[src/hw/rtl/cfn_pkg.sv]
// ----------------------------------------------------------------------------
// cfn_pkg: shared types and constants of the coverage navigation unit
// Command, mode and event codes, register indexes, hold times and the
// result burst that one sensor sample produces.
// ----------------------------------------------------------------------------
`default_nettype none

package cfn_pkg;

  localparam int DIST_WIDTH_DEF   = 10;
  localparam int COUNT_WIDTH_DEF  = 16;
  localparam int ROW_MARGIN_WIDTH = 8;
  localparam int HOLD_WIDTH       = 11;
  localparam int KIND_WIDTH       = 2;
  localparam int CFG_INDEX_WIDTH  = 3;
  localparam int CFG_DIST_REGS    = 6;
  localparam int MAX_RESULTS      = 4;
  localparam int BURST_IDX_WIDTH  = $clog2(MAX_RESULTS);

  // Register indexes on the configuration channel.
  localparam logic [CFG_INDEX_WIDTH-1:0] CFG_MAX_DISTANCE   = 3'd0;
  localparam logic [CFG_INDEX_WIDTH-1:0] CFG_MIN_DISTANCE   = 3'd1;
  localparam logic [CFG_INDEX_WIDTH-1:0] CFG_BLOCK_DISTANCE = 3'd2;
  localparam logic [CFG_INDEX_WIDTH-1:0] CFG_OPEN_THRESHOLD = 3'd3;
  localparam logic [CFG_INDEX_WIDTH-1:0] CFG_END_RIGHT      = 3'd4;
  localparam logic [CFG_INDEX_WIDTH-1:0] CFG_END_LEFT       = 3'd5;
  localparam logic [CFG_INDEX_WIDTH-1:0] CFG_ROW_MARGIN     = 3'd6;

  // Register reset values.
  localparam int RST_MAX_DISTANCE   = 40;
  localparam int RST_MIN_DISTANCE   = 2;
  localparam int RST_BLOCK_DISTANCE = 20;
  localparam int RST_OPEN_THRESHOLD = 17;
  localparam int RST_END_RIGHT      = 14;
  localparam int RST_END_LEFT       = 15;
  localparam int RST_ROW_MARGIN     = 3;

  localparam logic [HOLD_WIDTH-1:0] HOLD_NONE  = 11'd0;
  localparam logic [HOLD_WIDTH-1:0] HOLD_PAUSE = 11'd300;
  localparam logic [HOLD_WIDTH-1:0] HOLD_LEFT  = 11'd1500;
  localparam logic [HOLD_WIDTH-1:0] HOLD_RIGHT = 11'd1700;

  typedef enum logic [KIND_WIDTH-1:0] {
    KIND_SAMPLE = 2'd0,
    KIND_LEFT   = 2'd1,
    KIND_RIGHT  = 2'd2,
    KIND_START  = 2'd3
  } kind_t;

  typedef enum logic [1:0] {
    CMD_STRAIGHT = 2'd0,
    CMD_STOP     = 2'd1,
    CMD_LEFT     = 2'd2,
    CMD_RIGHT    = 2'd3
  } cmd_t;

  typedef enum logic [2:0] {
    MODE_STOP = 3'b001,
    MODE_FIND = 3'b010,
    MODE_SCAN = 3'b100
  } mode_t;

  localparam logic [1:0] MODE_CODE_STOP = 2'd0;
  localparam logic [1:0] MODE_CODE_FIND = 2'd1;
  localparam logic [1:0] MODE_CODE_SCAN = 2'd2;

  // One result item; the layout is the output tdata, lowest field last.
  typedef struct packed {
    logic                  led_on;
    logic [1:0]            mode_now;
    logic [HOLD_WIDTH-1:0] hold_ms;
    cmd_t                  motor_command;
  } result_t;

  typedef struct packed {
    result_t [MAX_RESULTS-1:0]  entry;
    logic [BURST_IDX_WIDTH-1:0] last_idx;
  } burst_t;

  function automatic logic [1:0] mode_code(input mode_t m);
    logic [1:0] code;
    unique case (m)
      MODE_FIND: code = MODE_CODE_FIND;
      MODE_SCAN: code = MODE_CODE_SCAN;
      default:   code = MODE_CODE_STOP;
    endcase
    return code;
  endfunction

endpackage

`default_nettype wire

[src/hw/rtl/cfn_cfg.sv]
// ----------------------------------------------------------------------------
// cfn_cfg: configuration registers
// Holds the six distance thresholds and the row margin, written by index.
// ----------------------------------------------------------------------------
`default_nettype none

module cfn_cfg #(
  parameter int DIST_WIDTH     = cfn_pkg::DIST_WIDTH_DEF,
  parameter int CFG_DATA_WIDTH = cfn_pkg::DIST_WIDTH_DEF
) (
  input  logic                                               clk,
  input  logic                                               rst,
  input  logic                                               cfg_valid,
  output logic                                               cfg_ready,
  input  logic [cfn_pkg::CFG_INDEX_WIDTH-1:0]                cfg_index,
  input  logic [CFG_DATA_WIDTH-1:0]                          cfg_data,
  output logic [cfn_pkg::CFG_DIST_REGS-1:0][DIST_WIDTH-1:0]  dist_cfg,
  output logic [cfn_pkg::ROW_MARGIN_WIDTH-1:0]               row_margin
);
  import cfn_pkg::*;

  logic write;

  assign cfg_ready = 1'b1;
  assign write     = cfg_valid && cfg_ready;

  always_ff @(posedge clk) begin
    if (rst) begin
      dist_cfg[CFG_MAX_DISTANCE]   <= DIST_WIDTH'(RST_MAX_DISTANCE);
      dist_cfg[CFG_MIN_DISTANCE]   <= DIST_WIDTH'(RST_MIN_DISTANCE);
      dist_cfg[CFG_BLOCK_DISTANCE] <= DIST_WIDTH'(RST_BLOCK_DISTANCE);
      dist_cfg[CFG_OPEN_THRESHOLD] <= DIST_WIDTH'(RST_OPEN_THRESHOLD);
      dist_cfg[CFG_END_RIGHT]      <= DIST_WIDTH'(RST_END_RIGHT);
      dist_cfg[CFG_END_LEFT]       <= DIST_WIDTH'(RST_END_LEFT);
      row_margin                   <= ROW_MARGIN_WIDTH'(RST_ROW_MARGIN);
    end else if (write) begin
      unique case (cfg_index)
        CFG_MAX_DISTANCE:   dist_cfg[CFG_MAX_DISTANCE]   <= cfg_data[DIST_WIDTH-1:0];
        CFG_MIN_DISTANCE:   dist_cfg[CFG_MIN_DISTANCE]   <= cfg_data[DIST_WIDTH-1:0];
        CFG_BLOCK_DISTANCE: dist_cfg[CFG_BLOCK_DISTANCE] <= cfg_data[DIST_WIDTH-1:0];
        CFG_OPEN_THRESHOLD: dist_cfg[CFG_OPEN_THRESHOLD] <= cfg_data[DIST_WIDTH-1:0];
        CFG_END_RIGHT:      dist_cfg[CFG_END_RIGHT]      <= cfg_data[DIST_WIDTH-1:0];
        CFG_END_LEFT:       dist_cfg[CFG_END_LEFT]       <= cfg_data[DIST_WIDTH-1:0];
        CFG_ROW_MARGIN:     row_margin <= cfg_data[ROW_MARGIN_WIDTH-1:0];
        default: begin
          // Writes beyond the register list are dropped.
        end
      endcase
    end
  end

endmodule

`default_nettype wire

[src/hw/rtl/cfn_step.sv]
// ----------------------------------------------------------------------------
// cfn_step: per-item decision logic
// Clamps the distances, decides the mode transition and builds the burst
// of motor commands for one event, along with the next navigation state.
// ----------------------------------------------------------------------------
`default_nettype none

module cfn_step #(
  parameter int DIST_WIDTH  = cfn_pkg::DIST_WIDTH_DEF,
  parameter int COUNT_WIDTH = cfn_pkg::COUNT_WIDTH_DEF
) (
  input  cfn_pkg::kind_t                                     kind,
  input  logic [DIST_WIDTH-1:0]                              dist_right,
  input  logic [DIST_WIDTH-1:0]                              dist_left,
  input  logic [DIST_WIDTH-1:0]                              dist_front,
  input  logic [cfn_pkg::CFG_DIST_REGS-1:0][DIST_WIDTH-1:0]  dist_cfg,
  input  logic [cfn_pkg::ROW_MARGIN_WIDTH-1:0]               row_margin,
  input  cfn_pkg::mode_t                                     mode,
  input  logic [COUNT_WIDTH-1:0]                             left_pulses,
  input  logic [COUNT_WIDTH-1:0]                             row_length,
  input  logic                                               turn_left_next,
  output cfn_pkg::mode_t                                     mode_next,
  output logic [COUNT_WIDTH-1:0]                             left_pulses_next,
  output logic [COUNT_WIDTH-1:0]                             row_length_next,
  output logic                                               turn_left_next_next,
  output cfn_pkg::burst_t                                    burst
);
  import cfn_pkg::*;

  function automatic logic [DIST_WIDTH-1:0] clamp_dist(input logic [DIST_WIDTH-1:0] v,
                                                       input logic [DIST_WIDTH-1:0] mx,
                                                       input logic [DIST_WIDTH-1:0] mn);
    return (v > mx || v < mn) ? mx : v;
  endfunction

  logic [DIST_WIDTH-1:0]  r_dist;
  logic [DIST_WIDTH-1:0]  l_dist;
  logic [DIST_WIDTH-1:0]  f_dist;
  logic [DIST_WIDTH-1:0]  block_dist;
  logic [DIST_WIDTH-1:0]  open_thr;
  logic [COUNT_WIDTH:0]   row_target;
  logic                   row_end;
  cmd_t                   cmd   [MAX_RESULTS];
  logic [HOLD_WIDTH-1:0]  hold  [MAX_RESULTS];
  logic [BURST_IDX_WIDTH-1:0] last_idx;

  assign r_dist = clamp_dist(dist_right, dist_cfg[CFG_MAX_DISTANCE], dist_cfg[CFG_MIN_DISTANCE]);
  assign l_dist = clamp_dist(dist_left, dist_cfg[CFG_MAX_DISTANCE], dist_cfg[CFG_MIN_DISTANCE]);
  assign f_dist = clamp_dist(dist_front, dist_cfg[CFG_MAX_DISTANCE], dist_cfg[CFG_MIN_DISTANCE]);

  assign block_dist = dist_cfg[CFG_BLOCK_DISTANCE];
  assign open_thr   = dist_cfg[CFG_OPEN_THRESHOLD];

  // The sum keeps its carry so a target beyond the pulse counter is never reached.
  assign row_target = {1'b0, row_length} + (COUNT_WIDTH + 1)'(row_margin);
  assign row_end    = {1'b0, left_pulses} >= row_target;

  always_comb begin
    mode_next           = mode;
    left_pulses_next    = left_pulses;
    row_length_next     = row_length;
    turn_left_next_next = turn_left_next;
    for (int k = 0; k < MAX_RESULTS; k++) begin
      cmd[k]  = CMD_STRAIGHT;
      hold[k] = HOLD_NONE;
    end
    last_idx = '0;

    unique case (kind)
      KIND_LEFT: begin
        if (left_pulses != '1) left_pulses_next = left_pulses + 1'b1;
      end
      KIND_RIGHT: begin
      end
      KIND_START: begin
        mode_next = MODE_FIND;
      end
      KIND_SAMPLE: begin
        unique case (mode)
          MODE_FIND: begin
            if (f_dist <= block_dist) begin
              row_length_next  = left_pulses;
              left_pulses_next = '0;
              mode_next        = MODE_SCAN;
              if (r_dist <= block_dist) begin
                cmd[1]              = CMD_STOP;
                hold[1]             = HOLD_PAUSE;
                cmd[2]              = CMD_LEFT;
                hold[2]             = HOLD_LEFT;
                last_idx            = BURST_IDX_WIDTH'(2);
                turn_left_next_next = 1'b0;
              end else if (l_dist <= block_dist) begin
                cmd[1]              = CMD_STOP;
                hold[1]             = HOLD_PAUSE;
                cmd[2]              = CMD_RIGHT;
                hold[2]             = HOLD_RIGHT;
                last_idx            = BURST_IDX_WIDTH'(2);
                turn_left_next_next = 1'b1;
              end
            end
          end
          MODE_SCAN: begin
            if (row_end) begin
              left_pulses_next = '0;
              if (l_dist >= open_thr && turn_left_next) begin
                cmd[1]              = CMD_STOP;
                hold[1]             = HOLD_PAUSE;
                cmd[2]              = CMD_LEFT;
                hold[2]             = HOLD_LEFT;
                cmd[3]              = CMD_STOP;
                last_idx            = BURST_IDX_WIDTH'(3);
                turn_left_next_next = 1'b0;
              end else if (r_dist >= open_thr && !turn_left_next) begin
                cmd[1]              = CMD_STOP;
                hold[1]             = HOLD_PAUSE;
                cmd[2]              = CMD_RIGHT;
                hold[2]             = HOLD_RIGHT;
                cmd[3]              = CMD_STOP;
                last_idx            = BURST_IDX_WIDTH'(3);
                turn_left_next_next = 1'b1;
              end else if ((r_dist < dist_cfg[CFG_END_RIGHT] && !turn_left_next) ||
                           (l_dist < dist_cfg[CFG_END_LEFT] && turn_left_next)) begin
                mode_next = MODE_STOP;
              end
            end
          end
          default: begin
            mode_next = MODE_STOP;
            cmd[0]    = CMD_STOP;
          end
        endcase
      end
      default: begin
      end
    endcase
  end

  // Every result of a burst reports the mode left behind by the whole step.
  always_comb begin
    for (int k = 0; k < MAX_RESULTS; k++) begin
      burst.entry[k].motor_command = cmd[k];
      burst.entry[k].hold_ms       = hold[k];
      burst.entry[k].mode_now      = mode_code(mode_next);
      burst.entry[k].led_on        = (mode_next == MODE_STOP);
    end
    burst.last_idx = last_idx;
  end

endmodule

`default_nettype wire

[src/hw/rtl/cfn_burst.sv]
// ----------------------------------------------------------------------------
// cfn_burst: result register and output sequencer
// Holds the command burst of one sample and sends its results one per cycle
// while m_tready is high; the next burst can load as the last one leaves.
// ----------------------------------------------------------------------------
`default_nettype none

module cfn_burst (
  input  logic                           clk,
  input  logic                           rst,
  input  logic                           load,
  input  cfn_pkg::burst_t                burst_in,
  output logic                           free,
  output logic                           m_tvalid,
  input  logic                           m_tready,
  output logic [$bits(cfn_pkg::result_t)-1:0] m_tdata,
  output logic                           m_tlast
);
  import cfn_pkg::*;

  logic                       valid;
  logic [BURST_IDX_WIDTH-1:0] idx;
  burst_t                     burst;
  logic                       take;
  logic                       done;

  assign take = valid && m_tready;
  assign done = take && (idx == burst.last_idx);
  assign free = !valid || done;

  always_ff @(posedge clk) begin
    if (rst) begin
      valid <= 1'b0;
      idx   <= '0;
    end else if (load) begin
      valid <= 1'b1;
      idx   <= '0;
    end else if (done) begin
      valid <= 1'b0;
    end else if (take) begin
      idx <= idx + 1'b1;
    end
  end

  always_ff @(posedge clk) begin
    if (load) burst <= burst_in;
  end

  assign m_tvalid = valid;
  assign m_tdata  = burst.entry[idx];
  assign m_tlast  = (idx == burst.last_idx);

endmodule

`default_nettype wire

[src/hw/rtl/coverage_navigation_fsm_unit.sv]
// ----------------------------------------------------------------------------
// coverage_navigation_fsm_unit: back-and-forth floor coverage controller
// Takes wheel pulse, start and sensor events and issues motor commands
// with hold times for the stop, find and scan modes.
// ----------------------------------------------------------------------------
//
//   Channel  Direction  Handshake            Payload
//   s_*      in         s_tvalid/s_tready    tuser kind, tdata three distances
//   m_*      out        m_tvalid/m_tready    tdata command word, tlast end of burst
//   cfg_*    in         cfg_valid/cfg_ready  cfg_index, cfg_data
//
// An accepted event sits in the input register and is decided there; a
// sensor sample loads one to four results into the result register, which
// offers one per cycle while m_tready is high, the first in the cycle after
// the decision. Pulse and start events never wait for the result register
// and give no result. Reset is synchronous and clears the valid flags and
// the navigation and configuration state; m_tready low holds the output
// and lets one further event wait in the input register.
// ----------------------------------------------------------------------------
`default_nettype none

module coverage_navigation_fsm_unit #(
  parameter  int DIST_WIDTH     = cfn_pkg::DIST_WIDTH_DEF,
  parameter  int COUNT_WIDTH    = cfn_pkg::COUNT_WIDTH_DEF,
  localparam int CFG_DATA_WIDTH = (DIST_WIDTH > cfn_pkg::ROW_MARGIN_WIDTH) ?
                                  DIST_WIDTH : cfn_pkg::ROW_MARGIN_WIDTH,
  localparam int IN_DATA_WIDTH  = ((3 * DIST_WIDTH + 7) / 8) * 8
) (
  input  logic                                 clk,
  input  logic                                 rst,
  input  logic                                 s_tvalid,
  output logic                                 s_tready,
  // dist_right, dist_left, dist_front, zero fill
  input  logic [IN_DATA_WIDTH-1:0]             s_tdata,
  // kind
  input  logic [cfn_pkg::KIND_WIDTH-1:0]       s_tuser,
  output logic                                 m_tvalid,
  input  logic                                 m_tready,
  // motor_command, hold_ms, mode_now, led_on
  output logic [$bits(cfn_pkg::result_t)-1:0]  m_tdata,
  output logic                                 m_tlast,
  input  logic                                 cfg_valid,
  output logic                                 cfg_ready,
  input  logic [cfn_pkg::CFG_INDEX_WIDTH-1:0]  cfg_index,
  input  logic [CFG_DATA_WIDTH-1:0]            cfg_data
);
  import cfn_pkg::*;

  logic                                    in_valid;
  kind_t                                   in_kind;
  logic [DIST_WIDTH-1:0]                   in_right;
  logic [DIST_WIDTH-1:0]                   in_left;
  logic [DIST_WIDTH-1:0]                   in_front;
  logic                                    advance;
  logic                                    burst_free;

  logic [CFG_DIST_REGS-1:0][DIST_WIDTH-1:0] dist_cfg;
  logic [ROW_MARGIN_WIDTH-1:0]             row_margin;

  mode_t                                   mode;
  mode_t                                   mode_next;
  logic [COUNT_WIDTH-1:0]                  left_pulses;
  logic [COUNT_WIDTH-1:0]                  left_pulses_next;
  logic [COUNT_WIDTH-1:0]                  row_length;
  logic [COUNT_WIDTH-1:0]                  row_length_next;
  logic                                    turn_left_next;
  logic                                    turn_left_next_next;
  burst_t                                  burst;

  cfn_cfg #(
    .DIST_WIDTH     (DIST_WIDTH),
    .CFG_DATA_WIDTH (CFG_DATA_WIDTH)
  ) u_cfg (
    .clk        (clk),
    .rst        (rst),
    .cfg_valid  (cfg_valid),
    .cfg_ready  (cfg_ready),
    .cfg_index  (cfg_index),
    .cfg_data   (cfg_data),
    .dist_cfg   (dist_cfg),
    .row_margin (row_margin)
  );

  // Events without results never wait for the result register.
  assign advance  = in_valid && ((in_kind != KIND_SAMPLE) || burst_free);
  assign s_tready = !in_valid || advance;

  always_ff @(posedge clk) begin
    if (rst) begin
      in_valid <= 1'b0;
    end else if (s_tvalid && s_tready) begin
      in_valid <= 1'b1;
    end else if (advance) begin
      in_valid <= 1'b0;
    end
  end

  always_ff @(posedge clk) begin
    if (s_tvalid && s_tready) begin
      in_kind  <= kind_t'(s_tuser);
      in_right <= s_tdata[DIST_WIDTH-1:0];
      in_left  <= s_tdata[2*DIST_WIDTH-1:DIST_WIDTH];
      in_front <= s_tdata[3*DIST_WIDTH-1:2*DIST_WIDTH];
    end
  end

  cfn_step #(
    .DIST_WIDTH  (DIST_WIDTH),
    .COUNT_WIDTH (COUNT_WIDTH)
  ) u_step (
    .kind                (in_kind),
    .dist_right          (in_right),
    .dist_left           (in_left),
    .dist_front          (in_front),
    .dist_cfg            (dist_cfg),
    .row_margin          (row_margin),
    .mode                (mode),
    .left_pulses         (left_pulses),
    .row_length          (row_length),
    .turn_left_next      (turn_left_next),
    .mode_next           (mode_next),
    .left_pulses_next    (left_pulses_next),
    .row_length_next     (row_length_next),
    .turn_left_next_next (turn_left_next_next),
    .burst               (burst)
  );

  always_ff @(posedge clk) begin
    if (rst) begin
      mode           <= MODE_STOP;
      left_pulses    <= '0;
      row_length     <= '0;
      turn_left_next <= 1'b0;
    end else if (advance) begin
      mode           <= mode_next;
      left_pulses    <= left_pulses_next;
      row_length     <= row_length_next;
      turn_left_next <= turn_left_next_next;
    end
  end

  cfn_burst u_burst (
    .clk      (clk),
    .rst      (rst),
    .load     (advance && (in_kind == KIND_SAMPLE)),
    .burst_in (burst),
    .free     (burst_free),
    .m_tvalid (m_tvalid),
    .m_tready (m_tready),
    .m_tdata  (m_tdata),
    .m_tlast  (m_tlast)
  );

endmodule

`default_nettype wire

[config.mk]
export PLATFORM = sky130hd
export DESIGN_NAME = coverage_navigation_fsm_unit
export DESIGN_NICKNAME = d
export VERILOG_FILES = /design/src/hw/rtl/cfn_pkg.sv /design/src/hw/rtl/cfn_cfg.sv /design/src/hw/rtl/cfn_step.sv /design/src/hw/rtl/cfn_burst.sv /design/src/hw/rtl/coverage_navigation_fsm_unit.sv
export SDC_FILE = /design/constraint.sdc
export NUM_CORES = 1
export LEC_CHECK = 0
export BUFFER_PORTS_ARGS = -buffer_cell sky130_fd_sc_hd__buf_4
export CORE_AREA = 4 4 132 134
export CTS_CLUSTER_SIZE = 24
export DETAILED_ROUTE_END_ITERATION = 16
export DIE_AREA = 0 0 136 138
export PLACE_DENSITY = 0.81
export SETUP_SLACK_MARGIN = 0.5
export SYNTH_ARGS = -nofsm -noshare
export SYNTH_HDL_FRONTEND = slang
export SYNTH_SLANG_ARGS = --single-unit
[constraint.sdc]
create_clock -name clk -period 4.8 [get_ports clk]
set_input_delay 0.96 -clock clk [delete_from_list [all_inputs] [get_ports clk]]
set_output_delay 0.96 -clock clk [all_outputs]
set_load 0.005 [all_outputs]
==> impl_metrics.env, run 1 <==
export IMPL_status="finished clean"
export IMPL_max_slew_margin_pct=12.1
export IMPL_ys_ff_latch=149
export IMPL_antenna_found_initial=0
export IMPL_drt_iter0_drc=710
export IMPL_grt_pass1_vias=9006
export IMPL_fin_setup_tns_ps=0
export IMPL_yosysMostFrequentCell="nand2_1"
export IMPL_core_area_um2=16300
export IMPL_syn_to_final_growth_pct=24.5
export IMPL_peakVddDrop_mv=0.262
export IMPL_crit_family="compound AO/OA/AOI/OAI gates"
export IMPL_hold_viol_final=0
export IMPL_required_ps=5160
export IMPL_worst_path_buf_inv=1
export IMPL_drc=0
export IMPL_yosysWarnings=0
export IMPL_yosysUniqueCellTypes=71
export IMPL_synth_top_area_share_pct=21.7
export IMPL_leakage_uw=0.00496
export IMPL_critPathKind="register to register"
export IMPL_wl_per_cell_um=20.7
export IMPL_finalSetupViolations=0
export IMPL_maxSlewViolCount=0
export IMPL_cts_sinks=149
export IMPL_ys_async_sr_fraction_pct=0
export IMPL_gr_total_overflow=0
export IMPL_cts_tree="built"
export IMPL_grt_pass1_wl_um=44600
export IMPL_grt_usage_pct=29.8
export IMPL_grt_max_degree=78
export IMPL_die_y_um=138
export IMPL_finalWirelength_um=30300
export IMPL_hold_class="register to register"
export IMPL_clock_latency_ps=440
export IMPL_path_cells="ha_4 > nor2b_1 > o21a_1 > o21ai_2 > nand2b_1 > a211oi_2 > o21ai_2 > a211o_4 > mux2_4 > ha_4 > a2111o_1 > o31ai_4 > o22a_1 > a21oi_4 > buf_12 > or4_1 > a21oi_1"
export IMPL_rsz0062_at_grt="true"
export IMPL_cts_inserted_buffers=17
export IMPL_drive_above_1_share_pct=22.9
export IMPL_synthTopCellsByArea="dfxtp_1 (22%), ha_1 (19%), edfxtp_1 (12%)"
export IMPL_netlist_instances=1129
export IMPL_die_x_um=136
export IMPL_cpPeakStageDelay_ps=500
export IMPL_synth_top_area_cell="dfxtp_1"
export IMPL_synthesis_area_um2=9950
export IMPL_via_per_inst=6.37
export IMPL_cp_slowest_cell="a2111o_1"
export IMPL_worst_pin_slew_ps=1320
export IMPL_dieArea_um2=18800
export IMPL_gp_congestion=0.962
export IMPL_cap_violations=0
export IMPL_syn_avg_cell_area_um2=8.81
export IMPL_fin_crit_ps=4570
export IMPL_ios=72
export IMPL_clkTransAtPathRegs_ps=70
export IMPL_synth_edf_count=41
export IMPL_vias=9341
export IMPL_cp_end_kind="register"
export IMPL_start_util_pct=61.1
export IMPL_ys_seq_area_share_pct=34.1
export IMPL_antenna_cells=0
export IMPL_power_total_uw=3400
export IMPL_path_max_fanout=7
export IMPL_htree_levels=4
export IMPL_dp_hpwl_um=19500
export IMPL_io_buffers=66
export IMPL_fin_skew_ps=12.5
export IMPL_power_density_nw_per_um2=275
export IMPL_clock_path_buffers=2
export IMPL_crit_arrival_ps=4940
export IMPL_max_clock_freq_mhz=219
export IMPL_cts_root_buffer_cell="clkbuf_16"
export IMPL_synth_ff_type="dfxtp_1"
export IMPL_dr_pass1_iters=5
export IMPL_cp_start_kind="register"
export IMPL_fp_row_count=47
export IMPL_fin_crit_sh_pct=95.3
export IMPL_ant_nets=0
export IMPL_synth_cells_most_frequent="nand2_1 (180), ha_1 (153), dfxtp_1 (108), a21oi_1 (105), inv_1 (77)"
export IMPL_finalNetCount=1440
[cells by family (layout without fill, tap and decap cells)]
logic type,Yosys count,after routing,share of synthesized area (%)
xor+xnor,17,17,1.50
mux,37,37,3.95
flops,149,149,34.1
buf+inv,117,232,5.01
fa+ha+maj,154,154,19.4
compound gates,276,278,18.1
simple gates,377,377,17.8
other cells,2,3,0.0755
[path summary, 6_finish.rpt]
kind	end	startpoint	slack, ps	depth (start not counted)
setup reg to reg	left_pulses[9]$_SDFFE_PP0P_	in_front[1]$_DFFE_PP_	230	17
setup / recovery	left_pulses[9]$_SDFFE_PP0P_	in_front[1]$_DFFE_PP_	230	17
hold / removal	u_cfg.dist_cfg[27]$_SDFFE_PP0P_	u_cfg.dist_cfg[27]$_SDFFE_PP0P_	460	2
hold reg to reg	u_cfg.dist_cfg[27]$_SDFFE_PP0P_	u_cfg.dist_cfg[27]$_SDFFE_PP0P_	460	2
[cells in the final DEF (no fill, tap or decap), types with 10 or more instances in the layout]
cell	Yosys	layout
dfxtp_1	108	102
xor2_1	11	11
a21oi_1	105	96
a21o_1	19	19
clkbuf_16	0	20
nand2b_1	16	16
nor2_1	48	45
and3_1	12	10
nor2b_1	16	14
o21ai_2	0	15
mux2i_1	19	15
ha_4	0	10
buf_4	12	108
nand3_1	29	29
ha_1	153	143
inv_1	77	71
o21ai_0	46	23
mux2_2	18	12
o21a_1	10	10
edfxtp_1	41	41
nand4_1	15	15
nor3_1	17	13
o211ai_1	18	18
nand2_1	180	177
[report_power, final]
| part | internal (uW) | leakage (uW) | total, uW | switching (uW) |
|---|---|---|---|---|
| clock network | 824 | 0.000308 | 1430 | 607 |
| registers | 1330 | 0.00128 | 1360 | 32.9 |
| logic | 273 | 0.00338 | 612 | 340 |
| total | 2420 | 0.00496 | 3400 | 980 |
[registers in the layout, indices dropped and copies added (netlist names)]
signal / cells
mode: 3
in_front: 10
in_left: 10
turn_left_next: 1
u_cfg.dist_cfg: 60
u_burst.m_tvalid: 1
in_right: 10
in_valid: 1
u_burst.idx: 2
left_pulses: 16
in_kind: 2
u_cfg.row_margin: 8
row_length: 16
u_burst.burst: 9
[area by class of cell]
class | count | area (um^2)
multi-input combinational | 866 | 6720
fill | 1078 | 3910
sequential | 149 | 3400
timing repair buffer | 122 | 1050
clock buffer | 18 | 450
inverter | 78 | 293
tap | 220 | 275
clock inverter | 14 | 179
[through the flow]
stage,instance area [um^2],instances,utilization (%),hold WS (ps),setup slack (ps)
final,12400,1467,76.0,456,227
after floorplan,9950,1130,-,432,538
after detailed placement,10700,1397,65.7,447,51.5
after global placement,10700,1397,65.7,443,136
after global routing,12400,1467,76.0,478,48.2
after CTS,11700,1447,71.7,456,372
[what timing repair did]
item	in CTS	in global routing
gates cloned	4	2
gates resized for setup	42	118
endpoints found under the setup margin	43	42
hold buffers	0	0
pin swaps	15	50
buffers inserted	14	18
[worst min-delay path, stage by stage, from the launching register on]
cell and delay (ps):
dfxtp_1 310, nand2_1 50, a21oi_1 50
[metal layers]
layer  wire [um]  vias to the layer above  GRT usage [%]
li1            -                     4314              -
met5           0                        -              0
met1       11100                     4385           34.1
met4        2040                        0           15.8
met3        2180                      169           6.25
met2       15000                      473           51.6
Power figures use the tool's default switching activity.
==> inputs of run 2 (changes only) <==
--- a/config.mk
+++ b/config.mk
@@ -6,10 +6,11 @@
 export NUM_CORES = 1
 export LEC_CHECK = 0
 export BUFFER_PORTS_ARGS = -buffer_cell sky130_fd_sc_hd__buf_4
-export CORE_AREA = 4 4 132 134
+export CORE_AREA = 2 2 130 132
 export CTS_CLUSTER_SIZE = 24
 export DETAILED_ROUTE_END_ITERATION = 16
-export DIE_AREA = 0 0 136 138
+export DIE_AREA = 0 0 132 134
+export HOLD_SLACK_MARGIN = 0.06
 export PLACE_DENSITY = 0.81
 export SETUP_SLACK_MARGIN = 0.5
 export SYNTH_ARGS = -nofsm -noshare
==> impl_metrics.env, run 2 (synthesis gave the netlist of run 1 again) <==
export IMPL_cts_root_buffer_cell="clkbuf_16"
export IMPL_grt_usage_pct=32.6
export IMPL_most_common_layout_cells="nand2_1 (179), ha_1 (137), buf_4 (103), dfxtp_1 (101), a21oi_1 (100)"
export IMPL_cp_common_cell="o21ai_1"
export IMPL_cp_slowest_cell="edfxtp_1"
export IMPL_vias=9319
export IMPL_final_common_cell="nand2_1"
export IMPL_fin_skew_ps=10.2
export IMPL_core_area_um2=16300
export IMPL_power_internal_uw=2380
export IMPL_drt_iter0_drc=670
export IMPL_maxSlewViolCount=0
export IMPL_max_clock_freq_mhz=215
export IMPL_hold_class="register to register"
export IMPL_finalSetupViolations=0
export IMPL_top_regs="u_cfg.dist_cfg: 60 flops, left_pulses: 16 flops, row_length: 16 flops"
export IMPL_finalWirelength_um=29700
export IMPL_largest_reg_flops=60
export IMPL_ios=72
export IMPL_fin_setup_tns_ps=0
export IMPL_cts_sinks=149
export IMPL_wl_per_cell_um=20.3
export IMPL_clkTransAtPathRegs_ps=60
export IMPL_start_util_pct=61.1
export IMPL_switchingPower_uw=942
export IMPL_cpPeakStageDelay_ps=460
export IMPL_combPwrFrac_pct=18.3
export IMPL_holdWs_ps=455
export IMPL_dr_pass1_iters=5
export IMPL_dp_hpwl_um=19600
export IMPL_syn_to_final_growth_pct=21.6
export IMPL_crit_arrival_ps=5020
export IMPL_path_cells="ha_1 > nor2b_1 > o21a_1 > o21ai_1 > nand2b_1 > a211oi_2 > o21ai_2 > a211o_2 > buf_6 > buf_4 > mux2_2 > ha_4 > o21ai_1 > a21oi_2 > o31ai_4 > o22a_2 > a21oi_4 > buf_12 > or4_1 > a21oi_1"
export IMPL_grt_pass1_wl_um=45600
export IMPL_critPathKind="register to register"
export IMPL_cp_start_kind="register"
export IMPL_pwr_share_seq_pct=41.0
export IMPL_required_ps=5170
export IMPL_cts_inserted_buffers=17
export IMPL_postCtsHoldBufs=0
export IMPL_drc=0
export IMPL_max_slew_margin_pct=23.7
export IMPL_setup_ws_ps=151
export IMPL_clock_path_buffers=2
export IMPL_largest_register="u_cfg.dist_cfg"
export IMPL_leakage_uw=0.00488
export IMPL_cp_end_kind="register"
export IMPL_fin_crit_sh_pct=96.8
export IMPL_dieArea_um2=17700
export IMPL_grt_max_degree=41
export IMPL_rsz0062_at_grt="true"
export IMPL_gp_congestion=0.986
export IMPL_worst_pin_slew_ps=1140
export IMPL_path_max_fanout=7
export IMPL_io_buffers=66
export IMPL_hold_viol_final=0
export IMPL_status="finished clean"
export IMPL_cap_violations=0
export IMPL_fin_crit_ps=4650
export IMPL_finalNetCount=1433
export IMPL_die_y_um=134
export IMPL_fp_row_count=47
export IMPL_antenna_cells=0
export IMPL_dpl_worst_slack_ps=68.2
export IMPL_ant_nets=0
export IMPL_cts_tree="built"
export IMPL_clock_latency_ps=440
export IMPL_peakVddDrop_mv=0.271
export IMPL_antenna_found_initial=0
export IMPL_netSwitchingFraction_pct=28.4
export IMPL_die_x_um=132
export IMPL_grt_pass1_vias=9283
export IMPL_drive_above_1_share_pct=20.2
export IMPL_gr_total_overflow=0
export IMPL_p_clk_share_pct=40.7
export IMPL_power_density_nw_per_um2=275
export IMPL_htree_levels=4
export IMPL_via_per_inst=6.38
## run 2: power by group through the flow
stage	Sequential (uW)	Combinational (uW)	Clock [uW]
final	1360	607	1350
after global routing	1360	652	1410
after CTS	1360	510	1350
after detailed placement	1380	461	0
after global placement	1380	443	0
after floorplan	1370	306	0
## run 2: final timing paths
path                            cells after the start                             from                              end  slack, ps
worst min register to register                      2  u_cfg.dist_cfg[27]$_SDFFE_PP0P_  u_cfg.dist_cfg[27]$_SDFFE_PP0P_        460
worst min-delay path                                2  u_cfg.dist_cfg[27]$_SDFFE_PP0P_  u_cfg.dist_cfg[27]$_SDFFE_PP0P_        460
worst max-delay path                               20            in_front[1]$_DFFE_PP_     left_pulses[14]$_SDFFE_PP0P_        150
worst max register to register                     20            in_front[1]$_DFFE_PP_     left_pulses[14]$_SDFFE_PP0P_        150
## run 2: through the flow
step | cell area [um^2] | utilization [%] | std cells | power (uW)
global placement | 10700 | 65.6 | 1395 | 1830
CTS | 11700 | 71.9 | 1447 | 3210
detailed placement | 10700 | 65.6 | 1395 | 1850
global route | 12100 | 74.2 | 1460 | 3420
floorplan | 9950 | - | 1130 | 1680
finish | 12100 | 74.2 | 1460 | 3320
## run 2: final cells by class
type | count | area, um^2
clock buffers | 19 | 475
fillers | 1122 | 4200
well taps | 220 | 275
clock inverters | 13 | 120
inverters | 78 | 293
repair buffers | 115 | 988
flip-flops and latches | 149 | 3400
multi-input cells | 866 | 6540
## run 2: per-layer routing
metal	vias up	routed length [um]	GRT usage (%)
met2	475	14800	58.7
met1	4393	11000	35.1
met5	-	0	0
li1	4289	-	-
met3	162	1910	6.65
met4	0	1900	20.5
## run 2: what timing repair did
item | in CTS | in global routing
resized for setup | 51 | 64
setup endpoints to repair | 42 | 42
setup buffers | 15 | 13
pin swaps | 38 | 31
cloned | 5 | 0
## run 2: critical path: cells and delay by family (launching register included)
family                   cells  cell delay, ps
AO/OA/AOI/OAI               11            2170
adder cells (fa/ha/maj)      2             560
buffers and inverters        3             440
flip-flops                   1             460
multiplexers                 1             300
AND/OR/NAND/NOR              3             630
==> inputs of run 3 (changes only) <==
--- a/config.mk
+++ b/config.mk
@@ -12,6 +12,7 @@
 export DIE_AREA = 0 0 132 134
 export HOLD_SLACK_MARGIN = 0.06
 export PLACE_DENSITY = 0.81
+export RECOVER_POWER = 25
 export SETUP_SLACK_MARGIN = 0.5
 export SYNTH_ARGS = -nofsm -noshare
 export SYNTH_HDL_FRONTEND = slang
==> impl_metrics.env, run 3 (synthesis gave the netlist of run 1 again) <==
export IMPL_gp_congestion=0.986
export IMPL_path_max_fanout=7
export IMPL_clkTransAtPathRegs_ps=60
export IMPL_largest_reg_flops=60
export IMPL_fin_crit_ps=4650
export IMPL_drive_above_1_share_pct=20.0
export IMPL_finalSetupViolations=0
export IMPL_r2r_start="in_front[1]$_DFFE_PP_"
export IMPL_leakage_uw=0.00486
export IMPL_grt_pass1_wl_um=45600
export IMPL_antenna_found_initial=0
export IMPL_htree_levels=4
export IMPL_cts_tree="built"
export IMPL_critPathKind="register to register"
export IMPL_top_regs="u_cfg.dist_cfg: 60 flops, left_pulses: 16 flops, row_length: 16 flops"
export IMPL_largest_register="u_cfg.dist_cfg"
export IMPL_dr_pass1_iters=7
export IMPL_finalWirelength_um=29700
export IMPL_cts_inserted_buffers=17
export IMPL_crit_start="in_front[1]$_DFFE_PP_"
export IMPL_dpl_worst_slack_ps=68.2
export IMPL_io_buffers=66
export IMPL_wl_per_cell_um=20.4
export IMPL_dp_hpwl_um=19600
export IMPL_gr_total_overflow=0
export IMPL_max_clock_freq_mhz=215
export IMPL_status="finished clean"
export IMPL_die_y_um=134
export IMPL_rsz0062_at_grt="true"
export IMPL_postLayoutCellArea_um2=12100
export IMPL_power_density_nw_per_um2=275
export IMPL_fin_setup_tns_ps=0
export IMPL_grt_max_degree=41
export IMPL_clock_latency_ps=440
export IMPL_finalNetCount=1433
export IMPL_drc=0
export IMPL_place_area_um2=10700
export IMPL_via_per_inst=6.37
export IMPL_worst_pin_slew_ps=1140
export IMPL_fp_row_count=47
export IMPL_ant_nets=0
export IMPL_endpoint="left_pulses[14]$_SDFFE_PP0P_"
export IMPL_required_ps=5170
export IMPL_die_x_um=132
export IMPL_maxSlewViolCount=0
export IMPL_ios=72
export IMPL_reg2reg_depth=20
export IMPL_setup_ws_ps=148
export IMPL_cts_root_buffer_cell="clkbuf_16"
export IMPL_cp_end_kind="register"
export IMPL_crit_arrival_ps=5020
export IMPL_reg2reg_slack_ps=150
export IMPL_drt_iter0_drc=711
export IMPL_peakVddDrop_mv=0.272
export IMPL_start_util_pct=61.1
export IMPL_most_common_layout_cells="nand2_1 (179), ha_1 (137), dfxtp_1 (101), a21oi_1 (100), inv_1 (73)"
export IMPL_antenna_cells=0
export IMPL_cap_violations=0
export IMPL_cp_start_kind="register"
export IMPL_syn_to_final_growth_pct=21.5
export IMPL_clock_path_buffers=2
export IMPL_reg2reg_to="left_pulses[14]$_SDFFE_PP0P_"
export IMPL_hold_viol_final=0
export IMPL_core_area_um2=16300
export IMPL_max_slew_margin_pct=24.2
export IMPL_fin_skew_ps=10.6
export IMPL_grt_pass1_vias=9283
export IMPL_hold_class="register to register"
export IMPL_cts_sinks=149
export IMPL_dieArea_um2=17700
export IMPL_final_common_cell="nand2_1"
export IMPL_grt_usage_pct=32.6
export IMPL_fin_crit_sh_pct=96.9
export IMPL_finish_utilization_pct=74.2
export IMPL_vias=9297
run 3: cell count changes in the layout (fill, tap and decap cells not counted):
cell	change
clkbuf_1	+2
buf_4	-34
clkbuf_4	+32
run 3: worst min-delay path by stage:
| stage | start | end | slack [ps] | cells after the start |
|---|---|---|---|---|
| 4_1_cts | u_cfg.dist_cfg[38]$_SDFFE_PP0P_ | u_cfg.dist_cfg[38]$_SDFFE_PP0P_ | 460 | 2 |
| 3_5_place_dp | u_cfg.dist_cfg[38]$_SDFFE_PP0P_ | u_cfg.dist_cfg[38]$_SDFFE_PP0P_ | 450 | 2 |
| 3_3_place_gp | u_cfg.dist_cfg[54]$_SDFFE_PP0P_ | u_cfg.dist_cfg[54]$_SDFFE_PP0P_ | 440 | 2 |
| 2_1_floorplan | u_cfg.dist_cfg[40]$_SDFFE_PP0P_ | u_cfg.dist_cfg[40]$_SDFFE_PP0P_ | 430 | 2 |
| 6_report | u_cfg.dist_cfg[27]$_SDFFE_PP0P_ | u_cfg.dist_cfg[27]$_SDFFE_PP0P_ | 460 | 2 |
| 5_1_grt | u_cfg.dist_cfg[40]$_SDFFE_PP0P_ | u_cfg.dist_cfg[40]$_SDFFE_PP0P_ | 480 | 2 |
run 3: layout make-up:
cell class	instances	area, um^2
inverters	78	293
multi-input cells	866	6540
clock inverters	13	120
flip-flops and latches	149	3400
fillers	1125	4210
repair buffers	115	981
well taps	220	275
clock buffers	19	475
run 3: layer usage:
layer,part of all wire (%),vias up,GRT usage [%]
li1,-,4290,-
met1,37,4408,35.1
met2,50,443,58.7
met3,6.6,156,6.65
met4,6.5,0,20.5
met5,0,-,0
run 3: through the flow:
stage | std cells | hold slack (ps) | total power (uW)
floorplan | 1130 | 432 | 1680
global placement | 1395 | 442 | 1830
detailed placement | 1395 | 447 | 1850
CTS | 1447 | 456 | 3210
global route | 1460 | 480 | 3420
finish | 1460 | 456 | 3320
run 3: critical path, stage by stage (launching register included):
cell and delay (ps):
edfxtp_1 460, ha_1 330, nor2b_1 150, o21a_1 170
o21ai_1 140, nand2b_1 90, a211oi_2 220, o21ai_2 90
a211o_2 390, buf_6 140, buf_4 140, mux2_2 310
ha_4 230, o21ai_1 220, a21oi_2 100, o31ai_4 330
o22a_2 260, a21oi_4 120, buf_12 170, or4_1 390
a21oi_1 130
run 3: report_power, final:
group | switching [uW] | internal, uW | leakage, uW | total, uW
clock | 575 | 778 | 0.000289 | 1350
combinational | 335 | 270 | 0.00330 | 605
sequential | 33.4 | 1330 | 0.00128 | 1360
run 3: repair_timing:
item,in CTS,in global routing
hold endpoints to repair,0,0
buffers inserted,15,13
hold buffers,0,0
pin swaps,38,31
setup endpoints to repair,42,42
gates resized for setup,51,64
gates cloned,5,0
